[src/design/bge_pkg.sv]
// Shared types and constants for the bilinear grid elevation block.
// Holds the grid geometry, field widths, register indexes and the queue item type.
// No dependencies; every other design file imports this package.
`default_nettype none

package bge_pkg;

   // Grid geometry and cell width.
   localparam int MAX_WIDTH  = 256;
   localparam int MAX_HEIGHT = 256;
   localparam int ELEV_BITS  = 16;

   localparam int COL_BITS  = $clog2(MAX_WIDTH);
   localparam int ROW_BITS  = $clog2(MAX_HEIGHT);
   localparam int WDIM_BITS = $clog2(MAX_WIDTH + 1);
   localparam int HDIM_BITS = $clog2(MAX_HEIGHT + 1);
   localparam int ADDR_BITS = ROW_BITS + COL_BITS;

   // Fixed field widths of the channels.
   localparam int CELL_IN_BITS = 8;
   localparam int ELEV_IN_BITS = 16;
   localparam int POS_BITS     = 32;
   localparam int OUT_BITS     = 24;
   localparam int FRAC_BITS    = 16;
   localparam int SCALE_BITS   = 32;
   localparam int DIM_CFG_BITS = 9;
   localparam int PROD_BITS    = POS_BITS + SCALE_BITS;

   // Configuration port.
   localparam int CSR_INDEX_BITS = 8;
   localparam int CSR_DATA_BITS  = 32;
   localparam logic [CSR_INDEX_BITS-1:0] CSR_HAS_ELEVATION = 8'd0;
   localparam logic [CSR_INDEX_BITS-1:0] CSR_GRID_WIDTH    = 8'd1;
   localparam logic [CSR_INDEX_BITS-1:0] CSR_GRID_HEIGHT   = 8'd2;
   localparam logic [CSR_INDEX_BITS-1:0] CSR_CELLS_PER_FT  = 8'd3;

   // Command codes.
   localparam logic CMD_WRITE = 1'b0;
   localparam logic CMD_QUERY = 1'b1;

   // Queue between the front and the back.
   localparam int QUEUE_DEPTH = 4;
   localparam int QPTR_BITS   = $clog2(QUEUE_DEPTH);
   localparam int QCNT_BITS   = $clog2(QUEUE_DEPTH + 1);

   typedef logic signed [ELEV_BITS-1:0] elev_type;

   // One classified item. A write uses x0 and r0 as its cell and elev as its data.
   typedef struct packed {
      logic                 is_query;
      logic                 zero;
      logic [COL_BITS-1:0]  x0;
      logic [COL_BITS-1:0]  x1;
      logic [ROW_BITS-1:0]  r0;
      logic [ROW_BITS-1:0]  r1;
      logic [FRAC_BITS-1:0] tx;
      logic [FRAC_BITS-1:0] ty;
      elev_type             elev;
   } item_type;

   typedef struct packed {
      logic [QCNT_BITS-1:0] count;
      logic                 not_empty;
   } queue_status_type;

endpackage

`default_nettype wire

[src/design/bge_queue.sv]
// Short item queue between the front and the back of the elevation block.
// Lets each side stall on its own; reports its fill level as a status struct.
// Depends on bge_pkg for the item and status types.
`default_nettype none

module bge_queue (
   input  wire logic              clock,
   input  wire logic              reset,
   input  wire logic              push_valid,
   input  wire bge_pkg::item_type push_item,
   input  wire logic              pop,
   output bge_pkg::item_type      head_item,
   output bge_pkg::queue_status_type status
);
   import bge_pkg::*;

   item_type             entries_ff [QUEUE_DEPTH];
   logic [QPTR_BITS-1:0] wr_ptr_ff, wr_ptr_in;
   logic [QPTR_BITS-1:0] rd_ptr_ff, rd_ptr_in;
   logic [QCNT_BITS-1:0] count_ff, count_in;

   // Pointer and fill-count update.
   always_comb begin
      wr_ptr_in = wr_ptr_ff;
      rd_ptr_in = rd_ptr_ff;
      count_in  = count_ff;
      if (push_valid) begin
         wr_ptr_in = (32'(wr_ptr_ff) == QUEUE_DEPTH - 1) ? '0 : wr_ptr_ff + QPTR_BITS'(1);
      end
      if (pop) begin
         rd_ptr_in = (32'(rd_ptr_ff) == QUEUE_DEPTH - 1) ? '0 : rd_ptr_ff + QPTR_BITS'(1);
      end
      if (push_valid && !pop) begin
         count_in = count_ff + QCNT_BITS'(1);
      end else if (pop && !push_valid) begin
         count_in = count_ff - QCNT_BITS'(1);
      end
   end

   always_ff @(posedge clock) begin
      if (reset) begin
         wr_ptr_ff <= '0;
         rd_ptr_ff <= '0;
         count_ff  <= '0;
      end else begin
         wr_ptr_ff <= wr_ptr_in;
         rd_ptr_ff <= rd_ptr_in;
         count_ff  <= count_in;
      end
   end

   // Entry storage.
   always_ff @(posedge clock) begin
      if (push_valid) begin
         entries_ff[wr_ptr_ff] <= push_item;
      end
   end

   assign head_item        = entries_ff[rd_ptr_ff];
   assign status.count     = count_ff;
   assign status.not_empty = (count_ff != '0);

endmodule

`default_nettype wire

[config.mk]
export PLATFORM = sky130hd
export DESIGN_NAME = bge_queue
export DESIGN_NICKNAME = d
export VERILOG_FILES = /design/src/design/bge_pkg.sv /design/src/design/bge_queue.sv
export SDC_FILE = /design/constraint.sdc
export NUM_CORES = 1
export LEC_CHECK = 0
export ABC_AREA = 1
export BUFFER_PORTS_ARGS = -buffer_cell sky130_fd_sc_hd__buf_4
export CAP_MARGIN = 10
export CORE_MARGIN = 2
export CORE_UTILIZATION = 57
export CTS_CLUSTER_SIZE = 16
export DETAILED_ROUTE_END_ITERATION = 10
export HOLD_SLACK_MARGIN = 0.15
export PLACE_DENSITY = 0.87
export SYNTH_ARGS = -nofsm -noshare
export SYNTH_HDL_FRONTEND = slang
export SYNTH_SLANG_ARGS = --single-unit
[constraint.sdc]
create_clock -name clock -period 3.57 [get_ports clock]
set_input_delay 0.714 -clock clock [delete_from_list [all_inputs] [get_ports clock]]
set_output_delay 0.714 -clock clock [all_outputs]
set_load 0.005 [all_outputs]
---- Word level (Yosys, flattened, before mapping) ----
Memory sizes are Yosys's and may differ from the RTL's. A register that Yosys moved wholly into a read port is not among the register bits.
Index checks and enable logic that the tools add are counted.
storage, ports and cells
  register bits after elaboration ......... 7
  output and inout port bits .............. 86
  memories ................................ 1
  memory bits (writable) .................. 328
operators by class
  muxes and demuxes ....................... 8
  reductions and logical operators ........ 6
  add/sub/neg operators ................... 4
  eq/ne operators ......................... 2
memories
  name        words  bits a word  read ports  clocked after memory_dff  wr ports  line             text
  entries_ff  4      82           1           1                         1         bge_queue.sv:17  item_type entries_ff [QUEUE_DEPTH];
operators with widths
  kind                 number
  $mux 2               4
  $mux 3               2
  $add 2x1->2 const B  2
  $eq 2x2->1 const B   2
  $add 3x1->3 const B  1
  $reduce_bool 3->1    1
  $sub 3x1->3 const B  1
  $logic_and 1x1->1    2
  $logic_not 1->1      2
  $mux 1               2
  $reduce_bool 2->1    1

---- Logic depth before layout (Yosys ltp) ----
Gate-level depths: netlist (run 1).
  depth after elaboration ................. 4
  gate-level depth with buffers ........... 10

---- Worst setup path before layout (run 1) ----
No wires, ideal clock.
  kind .................................... input-to-reg
  start point ............................. input port push_valid
  end point ............................... memory entries_ff[3][0] (netlist bit) (enable)
  path buffers ............................ 0
  arrival ................................. 2.338 ns
  stages on the path ...................... 2
  setup slack ............................. 0.796 ns
  path through ............................ nand2_1 > inv_1
on the way
  longest elaborated chain between the ends .. 2
RTL lines
  what                          line             text
  from (decl)                   bge_queue.sv:9   input wire logic push_valid,
  $mux 1                        bge_queue.sv:54  if (push_valid) begin
  $mux 1 (not written as such)  bge_queue.sv:55  entries_ff[wr_ptr_ff] <= push_item;
  to (decl)                     bge_queue.sv:17
Every way passes these cells.

==> out/summary.json, run 1 <==
{
  "outcome": {"value": "completed"},
  "critPathRequiredTime": {"value": 2.86, "unit": "ns"},
  "crit_fanout": {"value": 82},
  "synthDominantAreaCellType": {"value": "sky130_fd_sc_hd__edfxtp_1"},
  "r2r_end": {"value": "entries_ff[1][9]"},
  "num_rows": {"value": 54},
  "synthesis.yosys.warnings": {"value": 0},
  "worst_hold_path_class": {"value": "in -> reg"},
  "finalSetupTns": {"value": 0, "unit": "ns"},
  "post_drt_via_cell_ratio": {"value": 5.753},
  "route.vias.total": {"value": 7606},
  "totalWireLength": {"value": 25990, "unit": "um"},
  "critical-path-max-stage-delay": {"value": 0.68, "unit": "ns"},
  "timing.reg2reg.worst_path_depth": {"value": 5},
  "cts.clk_slew.worst_paths": {"value": 0.06, "unit": "ns"},
  "start_util": {"value": 58.24, "unit": "%"},
  "initial_antenna_violation_count": {"value": 1},
  "fp.coreArea": {"value": 21820, "unit": "um2"},
  "synth-seq-cells": {"value": 337},
  "worst_pin_slew": {"value": 0.8825, "unit": "ns"},
  "io_buffer_count": {"value": 171},
  "setup_repair_after_global_routing_missed_its_margin": {"value": "false"},
  "stdcell_count": {"value": 1322},
  "clock_sinks": {"value": 337},
  "cp-start-kind": {"value": "flop"},
  "tritoncts.num_buffers": {"value": 34},
  "grt.total_usage": {"value": 21.75, "unit": "%"},
  "syn-mean-instance-area": {"value": 14.92, "unit": "um2"},
  "htree_levels": {"value": 2},
  "routedWlPerCell": {"value": 19.66, "unit": "um"},
  "chipWidth": {"value": 153.3, "unit": "um"},
  "place_congestion": {"value": 0.7224},
  "fin_util": {"value": 69.74, "unit": "%"},
  "r2r_setup_slk": {"value": 1.67, "unit": "ns"},
  "critPathBufInv": {"value": 2},
  "ctsLongestPathBuffers": {"value": 3},
  "worst_skew_late_latency": {"value": 0.51, "unit": "ns"},
  "critical_path.reg2reg.startpoint": {"value": "wr_ptr_ff[1]"},
  "syn_inst": {"value": 852},
  "place_area": {"value": 14170, "unit": "um2"},
  "most_frequent_standard_cell_in_the_layout_excluding_fill_and_tap_cells": {"value": "sky130_fd_sc_hd__edfxtp_1"},
  "min_from": {"value": "reset"},
  "syn_area": {"value": 12710, "unit": "um2"},
  "dpl.cell_count": {"value": 1263},
  "route.detailed.drc": {"value": 0},
  "via_count_of_the_first_global_routing_pass": {"value": 7827},
  "synthToLayoutAreaGrowth": {"value": 19.74, "unit": "%"},
  "worst_setup_end_kind": {"value": "primary output"},
  "finalClockSkew": {"value": 0.02020, "unit": "ns"},
  "drtPass1Iterations": {"value": 5},
  "hold_buffers": {"value": 0},
  "wire_length_of_the_first_global_routing_pass": {"value": 40090, "unit": "um"},
  "io-pin-count": {"value": 172},
  "n_antenna_cell": {"value": 0},
  "ant_nets": {"value": 0},
  "fin_area": {"value": 15220, "unit": "um2"},
  "vdd.ir_drop.worst": {"value": 0.0005036, "unit": "V"},
  "hold_viol": {"value": 0},
  "synth_nets": {"value": 945},
  "grt-ovfl-total": {"value": 0},
  "synth.yosys.seq_area_share": {"value": 78.91, "unit": "%"},
  "worst-endpoint-arrival": {"value": 2.23, "unit": "ns"},
  "dp.final_hpwl": {"value": 14570, "unit": "um"},
  "period_needed": {"value": 2.944, "unit": "ns"},
  "die_height": {"value": 153.3, "unit": "um"},
  "final_net_count": {"value": 1112},
  "die_area": {"value": 23510, "unit": "um2"},
  "max_freq": {"value": 339.6, "unit": "MHz"},
  "layout_common_cells": {"value": "sky130_fd_sc_hd__edfxtp_1 (328), sky130_fd_sc_hd__buf_4 (178), sky130_fd_sc_hd__nor2_1 (171)"},
  "crit_path_top_delay_cell": {"value": "sky130_fd_sc_hd__buf_4"},
  "fin_hold_ws": {"value": 0.3866, "unit": "ns"},
  "post_cts_buffers": {"value": 0},
  "worstHoldPathCells": {"value": 2},
  "holdPathEnd": {"value": "wr_ptr_ff[0]"},
  "power.density": {"value": 576.5, "unit": "nW/um2"},
  "grt_start_max_net_pins": {"value": 165},
  "synth_cell_type_count": {"value": 25},
  "critical-path-top-delay-family": {"value": "buffers and inverters"},
  "layout_worst_path_cycle_share": {"value": 82.48, "unit": "%"},
  "final-setup-viol-count": {"value": 0},
  "slew_viol_final": {"value": 0},
  "yosys-top-cells-area": {"value": "sky130_fd_sc_hd__edfxtp_1 (77%), sky130_fd_sc_hd__nor2_1 (5.0%), sky130_fd_sc_hd__o22ai_1 (3.9%)"},
  "clock_tree_from_tritoncts": {"value": "done"},
  "drive_gt1_share": {"value": 24.66, "unit": "%"},
  "post_cts_resized": {"value": 0},
  "netlist.area_leader.share": {"value": 77.49, "unit": "%"},
  "critical_path_class": {"value": "reg -> out"},
  "total_leakage_power": {"value": 5.377, "unit": "nW"},
  "worst_path_cell_trace": {"value": "buf_4 > o21ai_0 > o22ai_1 > buf_4"},
  "crit_top_cell": {"value": "sky130_fd_sc_hd__buf_4"},
  "drtIter0Drc": {"value": 502},
  "clk_root_buffer_cell": {"value": "sky130_fd_sc_hd__clkbuf_16"},
  "worst_slew_margin_rel": {"value": 41.17, "unit": "%"},
  "timing.max_cap.violations": {"value": 0}
}
final cells by class:
| type | count | area (um2) |
|---|---|---|
| clock buffers | 49 | 1002 |
| clock inverters | 10 | 42.54 |
| fillers | 1416 | 6604 |
| inverters | 16 | 76.32 |
| multi-input cells | 446 | 2257 |
| flip-flops and latches | 337 | 10030 |
| well taps | 280 | 350.3 |
| repair buffers | 184 | 1456 |
flip-flops by register name, summed over array words and instances (netlist names), named ones only:
register / flops
entries_ff: 328
wr_ptr_ff: 2
count_ff: 3
rd_ptr_ff: 2
worst register-to-register path, cell delays in order (launching register included):
cell and delay (ns):
sky130_fd_sc_hd__dfxtp_1 0.32, sky130_fd_sc_hd__inv_1 0.10, sky130_fd_sc_hd__ha_1 0.14, sky130_fd_sc_hd__nand2_1 0.08, sky130_fd_sc_hd__inv_4 0.40, sky130_fd_sc_hd__buf_4 0.49
per-layer routing:
layer | vias up | part of all wire [%] | GRT usage, %
met5 | - | 0.062 | 0
met4 | 2 | 2.5 | 7.907
met3 | 52 | 9.2 | 5.926
met2 | 333 | 50 | 36.88
met1 | 3676 | 38 | 27.14
li1 | 3543 | - | -
cell families after synthesis:
| family | after synthesis | share of synthesized area (%) |
|---|---|---|
| fa+ha+maj | 7 | 0.7481 |
| buf+inv | 69 | 3.337 |
| compound gates | 252 | 11.36 |
| flops | 337 | 78.91 |
| simple gates | 186 | 5.581 |
| xor+xnor | 1 | 0.06892 |
stage by stage:
step,worst slack [ns],total power [mW]
after floorplan,0.7962,5.101
after global placement,1.241,5.524
after detailed placement,1.172,5.560
after CTS,0.6182,8.833
after global routing,0.4857,9.077
final,0.6256,8.774
worst max path at each step:
stage	startpoint	end	slack, ns	cells past startpoint
4_1_cts	flop	head_item[47]	0.62	4
3_5_place_dp	flop	head_item[47]	1.17	4
3_3_place_gp	flop	head_item[47]	1.24	4
6_report	flop	head_item[25]	0.63	4
5_1_grt	flop	head_item[67]	0.49	4
2_1_floorplan	push_valid	entries_ff[3][0]	0.80	2
cell usage after synthesis (all sizes together):
library cell	n
clkbuf	14
nor2	173
nor3	2
nand4	1
xor2	1
buf	39
a21oi	3
ha	6
nand2	9
edfxtp	328
dfxtp	9
o21ai	167
nand3	1
o22ai	82
fa	1
inv	16
report_power, final:
group / internal [mW] / total (mW) / switching, mW
combinational: 0.390 / 0.904 / 0.514
clock: 1.95 / 3.30 / 1.36
sequential: 4.52 / 4.57 / 0.0460
Power figures use the tool's default switching activity.
==> run 2: changes to the inputs <==
Clock period 3.57 ns to 3.1 ns, I/O delays scaled along.
==> run 2 against run 1 <==
Against the previous run:
- clock power is 12% higher
- flip-flop and latch count stayed put
- global-route usage is 0.085 points lower
- register-to-register slack worse by 0.41 ns
- first-iteration DRC count is 35% higher
- combinational power is 17% higher
- die area stayed put
- count of clock-buffer cells in the layout is 13 lower
- final area hardly changed
- non-clock buffer count is 4 higher
- critical path depth stayed put
- total power is 14% higher
- highest routed layer is now met4
==> out/summary.json, run 2 (synthesized netlist as in run 1, its figures left out) <==
{
  "power.switching_fraction": {"value": 21.93, "unit": "%", "change": "was 21.84%"},
  "critical_path_class": {"value": "reg -> out", "change": "unchanged"},
  "crit_fanout": {"value": 82, "change": "unchanged"},
  "outcome": {"value": "completed", "change": "unchanged"},
  "final-setup-viol-count": {"value": 0, "change": "unchanged"},
  "layout_common_cells": {"value": "sky130_fd_sc_hd__edfxtp_1 (328), sky130_fd_sc_hd__buf_4 (180), sky130_fd_sc_hd__nor2_1 (171)", "change": "was sky130_fd_sc_hd__edfxtp_1 (328), sky130_fd_sc_hd__buf_4 (178), sky130_fd_sc_hd__nor2_1 (171)"},
  "htree_levels": {"value": 1, "change": "was 2"},
  "wire_length_of_the_first_global_routing_pass": {"value": 40480, "unit": "um", "change": "was 40,090 um"},
  "worst_path_cell_trace": {"value": "buf_4 > o21ai_0 > o22ai_1 > buf_4", "change": "unchanged"},
  "start_util": {"value": 58.24, "unit": "%", "change": "unchanged"},
  "power.density": {"value": 657.8, "unit": "nW/um2", "change": "was 576.5 nW/um2"},
  "worst_setup_end_kind": {"value": "primary output", "change": "unchanged"},
  "combinational_cell_fraction_of_total_power": {"value": 10.6, "unit": "%", "change": "was 10.3%"},
  "finalClockSkew": {"value": 0.007921, "unit": "ns", "change": "was 0.02020 ns"},
  "post_cts_resized": {"value": 0, "change": "unchanged"},
  "place_congestion": {"value": 0.7773, "change": "was 0.7224"},
  "n_antenna_cell": {"value": 0, "change": "unchanged"},
  "io_buffer_count": {"value": 171, "change": "unchanged"},
  "vdd.ir_drop.worst": {"value": 0.0004869, "unit": "V", "change": "was 0.0005036 V"},
  "route.vias.total": {"value": 7603, "change": "was 7,606"},
  "setup_repair_after_global_routing_missed_its_margin": {"value": "false", "change": "unchanged"},
  "critical-path-max-stage-delay": {"value": 0.64, "unit": "ns", "change": "was 0.68 ns"},
  "grt-ovfl-total": {"value": 0, "change": "unchanged"},
  "die_area": {"value": 23510, "unit": "um2", "change": "unchanged"},
  "io-pin-count": {"value": 172, "change": "unchanged"},
  "clk_root_buffer_cell": {"value": "sky130_fd_sc_hd__clkbuf_16", "change": "unchanged"},
  "final_net_count": {"value": 1113, "change": "was 1,112"},
  "sequentialPowerShare": {"value": 52.5, "unit": "%", "change": "was 52.1%"},
  "regMostFlops": {"value": "entries_ff", "change": "unchanged"},
  "synthToLayoutAreaGrowth": {"value": 19.78, "unit": "%", "change": "was 19.74%"},
  "slew_viol_final": {"value": 0, "change": "unchanged"},
  "critPathRequiredTime": {"value": 2.48, "unit": "ns", "change": "was 2.86 ns"},
  "hold_buffers": {"value": 0, "change": "unchanged"},
  "clock_sinks": {"value": 337, "change": "unchanged"},
  "worst_skew_late_latency": {"value": 0.55, "unit": "ns", "change": "was 0.51 ns"},
  "fp.coreArea": {"value": 21820, "unit": "um2", "change": "unchanged"},
  "die_height": {"value": 153.3, "unit": "um", "change": "unchanged"},
  "finalSetupTns": {"value": 0, "unit": "ns", "change": "unchanged"},
  "drtPass1Iterations": {"value": 5, "change": "unchanged"},
  "critPathBufInv": {"value": 2, "change": "unchanged"},
  "power_frac_clock": {"value": 36.9, "unit": "%", "change": "was 37.6%"},
  "largestRegisters": {"value": "entries_ff: 328 flops, count_ff: 3 flops", "change": "unchanged"},
  "crit_top_cell": {"value": "sky130_fd_sc_hd__buf_4", "change": "unchanged"},
  "ctsLongestPathBuffers": {"value": 3, "change": "unchanged"},
  "drive_gt1_share": {"value": 25.41, "unit": "%", "change": "was 24.66%"},
  "internal_power": {"value": 7.819, "unit": "mW", "change": "was 6.857 mW"},
  "cts.clk_slew.worst_paths": {"value": 0.06, "unit": "ns", "change": "about the same"},
  "grt_start_max_net_pins": {"value": 101, "change": "was 165"},
  "total_leakage_power": {"value": 5.384, "unit": "nW", "change": "was 5.377 nW"},
  "route.detailed.drc": {"value": 0, "change": "unchanged"},
  "cp-start-kind": {"value": "flop", "change": "unchanged"},
  "drtIter0Drc": {"value": 680, "change": "was 502"},
  "routedWlPerCell": {"value": 19.59, "unit": "um", "change": "was 19.66 um"},
  "crit_path_top_delay_cell": {"value": "sky130_fd_sc_hd__buf_4", "change": "unchanged"},
  "initial_antenna_violation_count": {"value": 0, "change": "was 1"},
  "worst_hold_path_class": {"value": "in -> reg", "change": "unchanged"},
  "via_count_of_the_first_global_routing_pass": {"value": 7718, "change": "was 7,827"},
  "chipWidth": {"value": 153.3, "unit": "um", "change": "unchanged"},
  "totalWireLength": {"value": 25920, "unit": "um", "change": "was 25,990 um"},
  "period_needed": {"value": 2.941, "unit": "ns"},
  "ant_nets": {"value": 0, "change": "unchanged"},
  "most_frequent_standard_cell_in_the_layout_excluding_fill_and_tap_cells": {"value": "sky130_fd_sc_hd__edfxtp_1", "change": "unchanged"},
  "switching_power": {"value": 2.196, "unit": "mW", "change": "was 1.917 mW"},
  "post_cts_buffers": {"value": 0, "change": "unchanged"},
  "grt.total_usage": {"value": 21.67, "unit": "%", "change": "was 21.75%"},
  "post_drt_via_cell_ratio": {"value": 5.747, "change": "was 5.753"},
  "worst_slew_margin_rel": {"value": 43.70, "unit": "%", "change": "was 41.17%"},
  "hold_viol": {"value": 0, "change": "unchanged"},
  "fin_util": {"value": 69.76, "unit": "%", "change": "was 69.74%"},
  "max_freq": {"value": 340.0, "unit": "MHz"},
  "final.fill_count": {"value": 1391, "change": "was 1,416"},
  "worst-endpoint-arrival": {"value": 2.32, "unit": "ns", "change": "was 2.23 ns"},
  "layout_worst_path_cycle_share": {"value": 94.88, "unit": "%"},
  "worst_pin_slew": {"value": 0.8445, "unit": "ns", "change": "was 0.8825 ns"},
  "critical-path-top-delay-family": {"value": "buffers and inverters", "change": "unchanged"},
  "num_rows": {"value": 54, "change": "unchanged"},
  "largest_reg_flops": {"value": 328, "change": "unchanged"},
  "dp.final_hpwl": {"value": 15190, "unit": "um", "change": "was 14,570 um"},
  "tritoncts.num_buffers": {"value": 31, "change": "was 34"},
  "clock_tree_from_tritoncts": {"value": "done", "change": "unchanged"},
  "timing.max_cap.violations": {"value": 0, "change": "unchanged"}
}
==> run 2: path summary, 6_finish.rpt <==
check | from | end | slack, ns | cells past startpoint
hold reg to reg | rd_ptr_ff[1] | flop | 0.53 | 2
setup reg to reg | wr_ptr_ff[0] | entries_ff[3][69] | 1.26 | 4
hold / removal | reset | count_ff[0] | 0.26 | 2
setup / recovery | flop | head_item[46] | 0.16 | 4
==> run 2: stage by stage <==
stage / cells / total power, mW / cell area (um2) / hold slack [ns] / setup WS (ns)
after global placement: 1267 / 6.375 / 14230 / 0.5156 / 0.8599
after global routing: 1323 / 10.37 / 15220 / 0.2447 / 0.03324
after detailed placement: 1267 / 6.418 / 14230 / 0.5284 / 0.8104
final: 1323 / 10.01 / 15220 / 0.2626 / 0.1586
after floorplan: 852 / 5.874 / 12710 / 0.4897 / 0.4202
after CTS: 1323 / 10.09 / 15220 / 0.2439 / 0.1750
==> run 2: area by class of cell <==
type	count	area (um2)	area share, %
clock buffers	36	794.5	5.219
clock inverters	20	200.2	1.315
multi-input cells	446	2257	14.83
inverters	16	76.32	0.5013
repair buffers	188	1511	9.928
well taps	280	350.3	2.301
flip-flops and latches	337	10030	65.91
==> run 2: power groups by stage <==
stage	Combinational [mW]	Clock [mW]	Sequential [mW]
after floorplan	0.519	0	5.35
final	1.06	3.70	5.26
after global routing	1.16	3.94	5.27
after CTS	1.07	3.76	5.26
after detailed placement	1.06	0	5.36
after global placement	1.03	0	5.35
==> run 2: metal layers <==
layer	track usage, %	routed length [um]	vias to the layer above
met4	6.640	682	0
met3	5.274	2132	58
met1	28.53	10420	3711
met2	36.22	12680	291
li1	-	-	3543
met5	0	0	-
